**config.mk**
```make
export PLATFORM = sky130hd
export DESIGN_NAME = annexb_access_unit_splitter
export DESIGN_NICKNAME = d
export VERILOG_FILES = /design/src/hdl/aus_pkg.sv /design/src/hdl/aus_step.sv /design/src/hdl/aus_out_queue.sv /design/src/hdl/annexb_access_unit_splitter.sv
export VERILOG_INCLUDE_DIRS = /design/src /design/src/hdl
export SDC_FILE = /design/constraint.sdc
export NUM_CORES = 2
export LEC_CHECK = 0
export ABC_AREA = 1
export BUFFER_PORTS_ARGS = -buffer_cell sky130_fd_sc_hd__buf_2
export CORE_ASPECT_RATIO = 0.8
export CORE_MARGIN = 2
export CORE_UTILIZATION = 54
export DETAILED_ROUTE_END_ITERATION = 16
export GPL_TIMING_DRIVEN = 0
export MAX_ROUTING_LAYER = met4
export PLACE_DENSITY_LB_ADDON = 0.1
export REMOVE_ABC_BUFFERS = 1
export SLEW_MARGIN = 20
export SYNTH_ARGS = -nofsm -noshare
export SYNTH_HDL_FRONTEND = slang
export SYNTH_SLANG_ARGS = --single-unit
```
**constraint.sdc**
```tcl
create_clock -name clk -period 10.1 [get_ports clk]
set_input_delay 3.03 -clock clk [delete_from_list [all_inputs] [get_ports clk]]
set_output_delay 3.03 -clock clk [all_outputs]
set_load 0.05 [all_outputs]
```
**src/hdl/assert_macros.svh**
```systemverilog
// Assertion helpers shared by the splitter modules.
// Both expect a clock named clk and a synchronous reset named rst in scope.
`ifndef ASSERT_MACROS_SVH
`define ASSERT_MACROS_SVH

// Check outside reset only.
`define AUS_ASSERT(label, prop, msg) \
  label: assert property (@(posedge clk) disable iff (rst) prop) else $error(msg);

// Check on every edge, reset included.
`define AUS_ASSERT_ALWAYS(label, prop, msg) \
  label: assert property (@(posedge clk) prop) else $error(msg);

`endif

```
**src/hdl/aus_pkg.sv**
```systemverilog
// ----------------------------------------------------------------------------
// aus_pkg: shared types and constants for the Annex B access unit splitter
// Offset width, NAL kind codes, record layout and the result queue size.
// ----------------------------------------------------------------------------
package aus_pkg;

  localparam int OFFSET_BITS = 32;
  typedef logic [OFFSET_BITS-1:0] off_t;

  localparam int PERIOD_W = 10;
  localparam int COUNT_W  = 32;
  localparam int PROD_W   = PERIOD_W + COUNT_W;
  localparam int TIME_W   = 48;

  localparam logic [PERIOD_W-1:0] FRAME_PERIOD_RESET = PERIOD_W'(40);

  localparam logic [4:0] NAL_SPS = 5'd7;
  localparam logic [4:0] NAL_PPS = 5'd8;
  localparam logic [4:0] NAL_IDR = 5'd5;
  localparam logic [4:0] NAL_NONE = 5'd0;

  localparam logic [7:0] KIND_MASK     = 8'h1F;
  localparam logic [7:0] SLICE_TOP_BIT = 8'h80;

  localparam logic REC_UNIT  = 1'b0;
  localparam logic REC_PARAM = 1'b1;

  localparam int Q_DEPTH = 4;
  localparam int Q_AW    = $clog2(Q_DEPTH);

  typedef struct packed {
    logic               kind;
    logic [31:0]        offset;
    logic [31:0]        length;
    logic [COUNT_W-1:0] count;
    logic               idr;
    logic               last;
  } rec_t;

  typedef struct packed {
    logic [1:0] n;
    rec_t       r0;
    rec_t       r1;
  } push_t;

  function automatic logic is_slice(input logic [4:0] k);
    return (k >= 5'd1) && (k <= 5'd5);
  endfunction

  function automatic logic is_param_set(input logic [4:0] k);
    return (k == NAL_SPS) || (k == NAL_PPS);
  endfunction

  function automatic rec_t mk_unit(input off_t pend, input off_t end_off,
                                   input logic [COUNT_W-1:0] cnt,
                                   input logic [4:0] k);
    rec_t r;
    r.kind   = REC_UNIT;
    r.offset = 32'(pend);
    r.length = 32'(off_t'(end_off - pend));
    r.count  = cnt;
    r.idr    = (k == NAL_IDR);
    r.last   = 1'b0;
    return r;
  endfunction

  function automatic rec_t mk_param(input off_t nal_start, input logic long_code,
                                    input off_t pend, input off_t end_off);
    rec_t r;
    r.kind   = REC_PARAM;
    r.offset = 32'(off_t'(nal_start + (long_code ? off_t'(4) : off_t'(3))));
    r.length = 32'(off_t'(end_off - pend));
    r.count  = '0;
    r.idr    = 1'b0;
    r.last   = 1'b0;
    return r;
  endfunction

endpackage

```
**src/hdl/aus_step.sv**
```systemverilog
// ----------------------------------------------------------------------------
// aus_step: input register and per-byte parser
// Holds one request, runs start code detection and unit closing in one pass,
// and hands up to two records to the result queue.
// ----------------------------------------------------------------------------
module aus_step
  import aus_pkg::*;
(
  input  logic       clk,
  input  logic       rst,
  input  logic       in_valid,
  output logic       in_stall,
  input  logic [7:0] data_byte,
  input  logic       last_byte,
  input  logic       room_ok,
  output push_t      push
);

  logic       in_q_valid;
  logic [7:0] byte_q;
  logic       last_q;
  logic       go;

  logic [23:0]        hist, hist_next;
  off_t               offset, offset_next;
  logic               found, found_next;
  off_t               pend, pend_next;
  off_t               nal_start, nal_start_next;
  logic               is_long, is_long_next;
  logic [4:0]         nal_kind, nal_kind_next;
  logic [1:0]         bac, bac_next;
  logic               dec_pend, dec_pend_next;
  logic [4:0]         close_kind, close_kind_next;
  off_t               close_end, close_end_next;
  logic [COUNT_W-1:0] frame_count, frame_count_next;
  logic               collect, collect_next;
  logic               ps_seen, ps_seen_next;

  logic       code;
  logic       eligible;
  off_t       q;
  off_t       end_off;
  logic [1:0] cnt;
  rec_t       r0, r1, rec;

  assign go       = in_q_valid && room_ok;
  assign in_stall = in_q_valid && !room_ok;

  always_ff @(posedge clk) begin
    if (rst) begin
      in_q_valid <= 1'b0;
    end else if (!in_stall) begin
      in_q_valid <= in_valid;
    end
    if (in_valid && !in_stall) begin
      byte_q <= data_byte;
      last_q <= last_byte;
    end
  end

  always_comb begin
    hist_next        = hist;
    offset_next      = offset;
    found_next       = found;
    pend_next        = pend;
    nal_start_next   = nal_start;
    is_long_next     = is_long;
    nal_kind_next    = nal_kind;
    bac_next         = bac;
    dec_pend_next    = dec_pend;
    close_kind_next  = close_kind;
    close_end_next   = close_end;
    frame_count_next = frame_count;
    collect_next     = collect;
    ps_seen_next     = ps_seen;
    cnt = 2'd0;
    r0  = '0;
    r1  = '0;
    rec = '0;
    q   = off_t'(offset - off_t'(3));
    end_off = off_t'(offset + off_t'(1));

    eligible = found ? (bac == 2'd3) : (offset >= off_t'(3));
    code = eligible && (hist[23:16] == 8'd0) && (hist[15:8] == 8'd0) &&
           ((hist[7:0] == 8'd1) || ((hist[7:0] == 8'd0) && (byte_q == 8'd1)));

    hist_next = {hist[15:0], byte_q};

    if (code) begin
      if (!found) begin
        found_next = 1'b1;
        pend_next  = q;
      end else if (is_param_set(nal_kind) && collect) begin
        rec = mk_param(nal_start, is_long, pend_next, q);
        if (cnt == 2'd0) r0 = rec; else r1 = rec;
        cnt = cnt + 2'd1;
        ps_seen_next = 1'b1;
      end else if (is_slice(nal_kind)) begin
        dec_pend_next   = 1'b1;
        close_kind_next = nal_kind;
        close_end_next  = q;
      end
      nal_start_next = q;
      is_long_next   = (hist[7:0] == 8'd0);
      nal_kind_next  = is_long_next ? NAL_NONE : 5'(byte_q & KIND_MASK);
      bac_next       = 2'd0;
      if (!is_long_next && dec_pend_next && !is_slice(nal_kind_next)) begin
        // close the pending unit on a non-slice header
        dec_pend_next = 1'b0;
        rec = mk_unit(pend_next, close_end_next, frame_count_next, close_kind_next);
        if (cnt == 2'd0) r0 = rec; else r1 = rec;
        cnt = cnt + 2'd1;
        if (ps_seen_next) collect_next = 1'b0;
        frame_count_next = frame_count_next + 1'b1;
        pend_next = close_end_next;
      end
    end else if (found) begin
      if (is_long && (bac == 2'd0)) begin
        nal_kind_next = 5'(byte_q & KIND_MASK);
        if (dec_pend_next && !is_slice(nal_kind_next)) begin
          dec_pend_next = 1'b0;
          rec = mk_unit(pend_next, close_end_next, frame_count_next, close_kind_next);
          if (cnt == 2'd0) r0 = rec; else r1 = rec;
          cnt = cnt + 2'd1;
          if (ps_seen_next) collect_next = 1'b0;
          frame_count_next = frame_count_next + 1'b1;
          pend_next = close_end_next;
        end
      end else if (dec_pend_next && ((!is_long && (bac == 2'd0)) ||
                                     (is_long && (bac == 2'd1)))) begin
        // first slice byte: top bit set starts a new picture
        if ((byte_q & SLICE_TOP_BIT) != 8'd0) begin
          dec_pend_next = 1'b0;
          rec = mk_unit(pend_next, close_end_next, frame_count_next, close_kind_next);
          if (cnt == 2'd0) r0 = rec; else r1 = rec;
          cnt = cnt + 2'd1;
          if (ps_seen_next) collect_next = 1'b0;
          frame_count_next = frame_count_next + 1'b1;
          pend_next = close_end_next;
        end else begin
          dec_pend_next = 1'b0;
        end
      end
      bac_next = (bac < 2'd3) ? (bac + 2'd1) : 2'd3;
    end

    offset_next = end_off;

    if (last_q) begin
      // flush at stream end
      if (dec_pend_next) begin
        dec_pend_next = 1'b0;
        rec = mk_unit(pend_next, close_end_next, frame_count_next, close_kind_next);
        if (cnt == 2'd0) r0 = rec; else r1 = rec;
        cnt = cnt + 2'd1;
        if (ps_seen_next) collect_next = 1'b0;
        frame_count_next = frame_count_next + 1'b1;
        pend_next = close_end_next;
      end
      if (found_next && (!is_long_next || (bac_next >= 2'd1))) begin
        if (is_slice(nal_kind_next)) begin
          rec = mk_unit(pend_next, end_off, frame_count_next, nal_kind_next);
          if (cnt == 2'd0) r0 = rec; else r1 = rec;
          cnt = cnt + 2'd1;
        end else if (is_param_set(nal_kind_next) && collect_next) begin
          rec = mk_param(nal_start_next, is_long_next, pend_next, end_off);
          if (cnt == 2'd0) r0 = rec; else r1 = rec;
          cnt = cnt + 2'd1;
        end
      end
      hist_next        = '0;
      offset_next      = '0;
      found_next       = 1'b0;
      pend_next        = '0;
      nal_start_next   = '0;
      is_long_next     = 1'b0;
      nal_kind_next    = NAL_NONE;
      bac_next         = 2'd0;
      dec_pend_next    = 1'b0;
      close_kind_next  = NAL_NONE;
      close_end_next   = '0;
      frame_count_next = '0;
      collect_next     = 1'b1;
      ps_seen_next     = 1'b0;
    end

    if (cnt == 2'd1) r0.last = 1'b1;
    if (cnt == 2'd2) r1.last = 1'b1;

    push.n  = go ? cnt : 2'd0;
    push.r0 = r0;
    push.r1 = r1;
  end

  always_ff @(posedge clk) begin
    if (rst) begin
      hist        <= '0;
      offset      <= '0;
      found       <= 1'b0;
      pend        <= '0;
      nal_start   <= '0;
      is_long     <= 1'b0;
      nal_kind    <= NAL_NONE;
      bac         <= 2'd0;
      dec_pend    <= 1'b0;
      close_kind  <= NAL_NONE;
      close_end   <= '0;
      frame_count <= '0;
      collect     <= 1'b1;
      ps_seen     <= 1'b0;
    end else if (go) begin
      hist        <= hist_next;
      offset      <= offset_next;
      found       <= found_next;
      pend        <= pend_next;
      nal_start   <= nal_start_next;
      is_long     <= is_long_next;
      nal_kind    <= nal_kind_next;
      bac         <= bac_next;
      dec_pend    <= dec_pend_next;
      close_kind  <= close_kind_next;
      close_end   <= close_end_next;
      frame_count <= frame_count_next;
      collect     <= collect_next;
      ps_seen     <= ps_seen_next;
    end
  end

`include "assert_macros.svh"

  `AUS_ASSERT(a_flush_clears, (go && last_q) |=> (!found && collect && !dec_pend), "flush did not restore parse state")
  `AUS_ASSERT(a_pend_needs_code, !found |-> !dec_pend, "unit decision pending before any start code")

endmodule

```
**src/hdl/aus_out_queue.sv**
```systemverilog
// ----------------------------------------------------------------------------
// aus_out_queue: result queue and output register
// Buffers up to two records per request and presents one per cycle while out_stall is
// low; the frame time product is formed on the way into the output register.
// ----------------------------------------------------------------------------
module aus_out_queue
  import aus_pkg::*;
(
  input  logic                clk,
  input  logic                rst,
  input  push_t               push,
  input  logic [PERIOD_W-1:0] frame_period,
  output logic                room_ok,
  output logic                out_valid,
  input  logic                out_stall,
  output logic                record_kind,
  output logic [31:0]         unit_offset,
  output logic [31:0]         unit_length,
  output logic [TIME_W-1:0]   frame_time,
  output logic                is_idr,
  output logic                last_result
);

  rec_t            mem [Q_DEPTH];
  logic [Q_AW-1:0] wr_ptr, rd_ptr;
  logic [Q_AW:0]   cnt;
  logic            pop;
  rec_t            head;
  logic [PROD_W-1:0] prod;

  assign room_ok = (cnt <= (Q_AW+1)'(Q_DEPTH - 2));
  assign pop     = (cnt != '0) && (!out_valid || !out_stall);
  assign head    = mem[rd_ptr];
  assign prod    = PROD_W'(frame_period) * PROD_W'(head.count);

  always_ff @(posedge clk) begin
    if (push.n != 2'd0) begin
      mem[wr_ptr] <= push.r0;
    end
    if (push.n == 2'd2) begin
      mem[Q_AW'(wr_ptr + 1'b1)] <= push.r1;
    end
  end

  always_ff @(posedge clk) begin
    if (rst) begin
      wr_ptr <= '0;
      rd_ptr <= '0;
      cnt    <= '0;
    end else begin
      wr_ptr <= Q_AW'(wr_ptr + push.n);
      if (pop) rd_ptr <= Q_AW'(rd_ptr + 1'b1);
      cnt <= (Q_AW+1)'(cnt + push.n - (pop ? 1'b1 : 1'b0));
    end
  end

  always_ff @(posedge clk) begin
    if (rst) begin
      out_valid <= 1'b0;
    end else if (!out_valid || !out_stall) begin
      out_valid <= (cnt != '0);
    end
    if (pop) begin
      record_kind <= head.kind;
      unit_offset <= head.offset;
      unit_length <= head.length;
      frame_time  <= (head.kind == REC_PARAM) ? '0 : TIME_W'(prod);
      is_idr      <= head.idr;
      last_result <= head.last;
    end
  end

`include "assert_macros.svh"

  `AUS_ASSERT(a_no_overflow, (push.n != 2'd0) |-> (cnt <= (Q_AW+1)'(Q_DEPTH - 2)), "push into a queue without room")
  `AUS_ASSERT(a_cnt_bound, cnt <= (Q_AW+1)'(Q_DEPTH), "queue count beyond depth")

endmodule

```
**src/hdl/annexb_access_unit_splitter.sv**
```systemverilog
// Path: a result goes from its accepted byte through the input register, the parse into the
//   result queue and the output register, and waits while the output is stalled.
// Throughput: one byte per cycle; results leave one per cycle while out_stall is low,
//   via a four-entry queue; input stalls while fewer than two queue slots are free.
// Reset: synchronous, active high; clears parse state and queue, frame_period to 40.
// ----------------------------------------------------------------------------
// annexb_access_unit_splitter: H.264 Annex B access unit splitter
// Finds start codes in a byte stream and reports access units and parameter sets.
// ----------------------------------------------------------------------------
module annexb_access_unit_splitter
  import aus_pkg::*;
(
  input  logic                clk,
  input  logic                rst,
  input  logic                cfg_we,
  input  logic [PERIOD_W-1:0] cfg_wdata,
  input  logic                in_valid,
  output logic                in_stall,
  input  logic [7:0]          data_byte,
  input  logic                last_byte,
  output logic                out_valid,
  input  logic                out_stall,
  output logic                record_kind,
  output logic [31:0]         unit_offset,
  output logic [31:0]         unit_length,
  output logic [TIME_W-1:0]   frame_time,
  output logic                is_idr,
  output logic                last_result
);

  logic [PERIOD_W-1:0] frame_period;
  logic                room_ok;
  push_t               push;

  always_ff @(posedge clk) begin
    if (rst) begin
      frame_period <= FRAME_PERIOD_RESET;
    end else if (cfg_we) begin
      frame_period <= cfg_wdata;
    end
  end

  aus_step u_step (
    .clk       (clk),
    .rst       (rst),
    .in_valid  (in_valid),
    .in_stall  (in_stall),
    .data_byte (data_byte),
    .last_byte (last_byte),
    .room_ok   (room_ok),
    .push      (push)
  );

  aus_out_queue u_queue (
    .clk          (clk),
    .rst          (rst),
    .push         (push),
    .frame_period (frame_period),
    .room_ok      (room_ok),
    .out_valid    (out_valid),
    .out_stall    (out_stall),
    .record_kind  (record_kind),
    .unit_offset  (unit_offset),
    .unit_length  (unit_length),
    .frame_time   (frame_time),
    .is_idr       (is_idr),
    .last_result  (last_result)
  );

endmodule

```
==> flow_metrics.env <==
export IMPL_status="finished, violations left"
export IMPL_violations="negative setup slack"
export IMPL_ctsLongestPathBuffers=3
export IMPL_ys_types=73
export IMPL_final_cell_area_um2=74300
export IMPL_r2r_start="u_step.byte_q[7]$_DFFE_PP_"
export IMPL_synth_seq_area_share_pct=29.5
export IMPL_grt_pass1_vias=67700
export IMPL_critPathMaxFanout=117
export IMPL_synthMuxAreaShare_pct=0.0315
export IMPL_layout_nets=10400
export IMPL_syn_mean_instance_area_um2=6.74
export IMPL_die_h_um=320
export IMPL_critical_path_class="reg -> reg"
export IMPL_grt_setup_unrepaired="no"
export IMPL_die_area_um2=128000
export IMPL_synthCells=10000
export IMPL_cp_slowest_cell="nand2_2"
export IMPL_area_growth_pct=10.2
export IMPL_reg2reg_to="u_queue.mem[2][85]$_DFFE_PP_"
export IMPL_end_kind="flip-flop"
export IMPL_grt_max_degree=118
export IMPL_grtUsageMet2_pct=66.2
export IMPL_max_freq_mhz=96.6
export IMPL_finalCritPeriodShare_pct=102
export IMPL_antenna_found_initial=13
export IMPL_setup_ws_ps=-248
export IMPL_grt_pass1_wl_um=456000
export IMPL_cts_made_buffers=83
export IMPL_dr_pass1_iters=10
export IMPL_grtUsageMet1_pct=64.4
export IMPL_path_cells="nor2_1, nand2_1, nor2_1, nor2_1, nor2_4, nand2_8, nor2_4, nand2_1, nand2_4, inv_4, o21ai_0, ha_2, inv_1, nor2_4, inv_2, nand2_1, nand2_4, nand2_2, o22ai_1, nand2_1, nand2_1, nand2_1, nand2_1"
export IMPL_hold_viol_final=0
export IMPL_nFillCells=11200
export IMPL_power_density_nw_per_um2=294
export IMPL_routed_wl_um=320000
export IMPL_via_count=74800
export IMPL_antenna_left=0
export IMPL_dpl_hpwl_um=238000
export IMPL_arrival_ps=10850
export IMPL_drive_gt1_share_pct=5.91
export IMPL_grt_use_total_pct=50.2
export IMPL_yosys_register_bits=736
export IMPL_synth_top_family_by_area="simple AND/OR/NAND/NOR gates"
export IMPL_cts_tree="done"
export IMPL_rows=115
export IMPL_cp_startpoint="u_step.byte_q[7]$_DFFE_PP_"
export IMPL_syn_area_um2=67400
export IMPL_r2r_slack_ps=-250
export IMPL_port_buffers=134
export IMPL_total_power_uw=21800
export IMPL_async_flop_share_pct=0
export IMPL_routedWlPerCell_um=27.6
export IMPL_ys_warn_count=0
export IMPL_cts_resized=2
export IMPL_io_pin_count=141
export IMPL_place_gp_congestion=1.13
export IMPL_synth_top_cell_area_share_pct=22.9
export IMPL_p_leak_uw=0.0328
export IMPL_maxCapViolations=0
export IMPL_hold_path_class="reg -> reg"
export IMPL_synthTopCellsByArea="edfxtp_1 23%, nand2_1 17%, fa_1 7.3%"
export IMPL_first_iter_violations=13500
export IMPL_min_period_ps=10350
export IMPL_whs_ps=468
export IMPL_synthXorXnorAreaFrac_pct=2.81
export IMPL_ir_drop_v=0.000727
export IMPL_reg2reg_depth=23
export IMPL_cp_required_ps=10600
export IMPL_postCtsSetupBuffers=0
export IMPL_cp_endpoint="u_queue.mem[2][85]$_DFFE_PP_"
export IMPL_synth_largest_area_cell="edfxtp_1"
export IMPL_yosys_area_share_adder_pct=11.8
export IMPL_cts_root_buf="clkbuf_16"
export IMPL_clock_sinks=736
export IMPL_crit_path_frequent_cell="nand2_1"
export IMPL_cp_start_kind="flip-flop"
export IMPL_grt_busiest_layer="met2"
export IMPL_vias_per_cell=6.47
export IMPL_met3_usage_pct=18.9
export IMPL_clock_latency_ps=780
export IMPL_cts_clk_slew_worst_paths_ps=70
export IMPL_drt_drc_violations_left=0
export IMPL_placed_cell_area_um2=71300
export IMPL_coreArea_um2=123000
export IMPL_synth_compound_area_share_pct=16.5
export IMPL_multiInputGateArea_um2=41700
export IMPL_final_setup_skew_ps=67.8
export IMPL_cts_hold_buf=0
export IMPL_seqCellArea_um2=19900
export IMPL_slew_headroom_pct=8.80
export IMPL_fin_util_pct=60.2
export IMPL_yosys_area_share_simple_pct=30.1
export IMPL_htreeDepth=3
export IMPL_hold_start="u_step.pend[11]$_SDFFE_PP0P_"
export IMPL_setup_viol=50
export IMPL_fin_tns_setup_ps=-5490
export IMPL_start_util_pct=54.6
export IMPL_overflow=0
export IMPL_ys_flop_type="edfxtp_1"
export IMPL_drv_slew=0
export IMPL_synth_edf_count=514
export IMPL_die_width_um=399
export IMPL_tightestPinTransition_ps=1370
export IMPL_max_stage_delay_ps=900
cell usage after synthesis (56+ instances only):
| cell | instances |
|---|---|
| edfxtp_1 | 514 |
| clkbuf_1 | 331 |
| a31oi_1 | 56 |
| ha_1 | 243 |
| nand4_1 | 85 |
| buf_2 | 82 |
| dfxtp_1 | 222 |
| inv_1 | 1041 |
| fa_1 | 245 |
| nor3_1 | 77 |
| nand2_1 | 3138 |
| xor2_1 | 165 |
| a21oi_1 | 684 |
| o22ai_1 | 141 |
| nand3_1 | 639 |
| o21ai_0 | 795 |
| o211ai_1 | 64 |
| nor2_1 | 886 |
layout by cell type (no fill, tap or decap), types with 77 or more instances in the layout:
cell type  netlist  final
a21oi_1        684    683
nor3_1          77     77
nand4_1         85     85
nor2_1         886    875
fa_1           245    245
dfxtp_1        222    213
xor2_1         165    165
nand2_1       3138   3130
clkbuf_16        0     84
edfxtp_1       514    514
nand3_1        639    635
o22ai_1        141    141
o21ai_0        795    788
buf_2           82    133
inv_1         1041   1024
ha_1           243    242
report_power, final:
part | leakage [uW] | switching [uW] | internal [uW] | total, uW
Clock | 0.00136 | 1500 | 1860 | 3360
Combinational | 0.0247 | 9840 | 4640 | 14500
Sequential | 0.00664 | 160 | 3820 | 3980
flip-flops by register name, summed over array words and instances, names as in the netlist, 2 cells and up, named ones only:
register,flops
u_queue.mem,396
u_step.nal_start,32
u_step.close_kind,5
u_queue.rd_ptr,2
u_queue.cnt,3
u_step.byte_q,8
u_step.nal_kind,5
u_step.bac,2
u_queue.unit_offset,32
u_queue.wr_ptr,2
u_step.pend,32
frame_period,10
u_step.hist,24
u_queue.unit_length,32
u_step.close_end,32
u_step.frame_count,32
u_queue.frame_time,42
u_step.offset,32
critical path, delay by kind of cell, from the launching register on:
kind | cells | cell delay (ps)
flip-flops | 1 | 840
AND/OR/NAND/NOR | 17 | 6330
adder cells (fa/ha/maj) | 1 | 640
AO/OA/AOI/OAI | 2 | 720
buffers and inverters | 3 | 1280
metal layers:
metal	vias up	share of wire, %
met3	1270	17
met2	6259	39
met1	34600	37
met5	-	0
li1	32700	-
met4	0	7.6
final cells by class:
type / instances / share of cell area, %
Clock buffer: 108 / 2.99
Tap cell: 1638 / 2.76
Inverter: 1072 / 5.49
Antenna cell: 14 / 0.0472
Timing Repair Buffer: 261 / 4.93
Clock inverter: 47 / 0.914
Multi-Input combinational cell: 7693 / 56.1
Sequential cell: 736 / 26.8
logic make-up after synthesis:
group / Yosys count
xor gates and xnor gates: 216
and+or+nand+nor: 4970
DFF: 736
muxes: 2
buffers and inverters: 1577
adders and majority gates: 488
other: 1
AOI/OAI and AO/OA: 2011
how the worst min path moves through the flow:
stage,to,slack (ps),depth (start not counted)
finish,u_step.pend[11]$_SDFFE_PP0P_,470,2
global route,u_step.ps_seen$_SDFFE_PP0P_,500,2
CTS,u_step.pend[11]$_SDFFE_PP0P_,470,2
detailed placement,u_step.pend[11]$_SDFFE_PP0P_,460,2
global placement,u_queue.cnt[2]$_SDFF_PP0_,440,1
floorplan,u_queue.cnt[2]$_SDFF_PP0_,420,1
stage by stage:
stage               setup WS [ps]  std cells
finish                       -248      11600
global route                 34.8      11600
CTS                           290      11600
detailed placement           -442      11400
global placement           -29100      11300
floorplan                   -4990       9501
(Power assumes the default switching activity.)
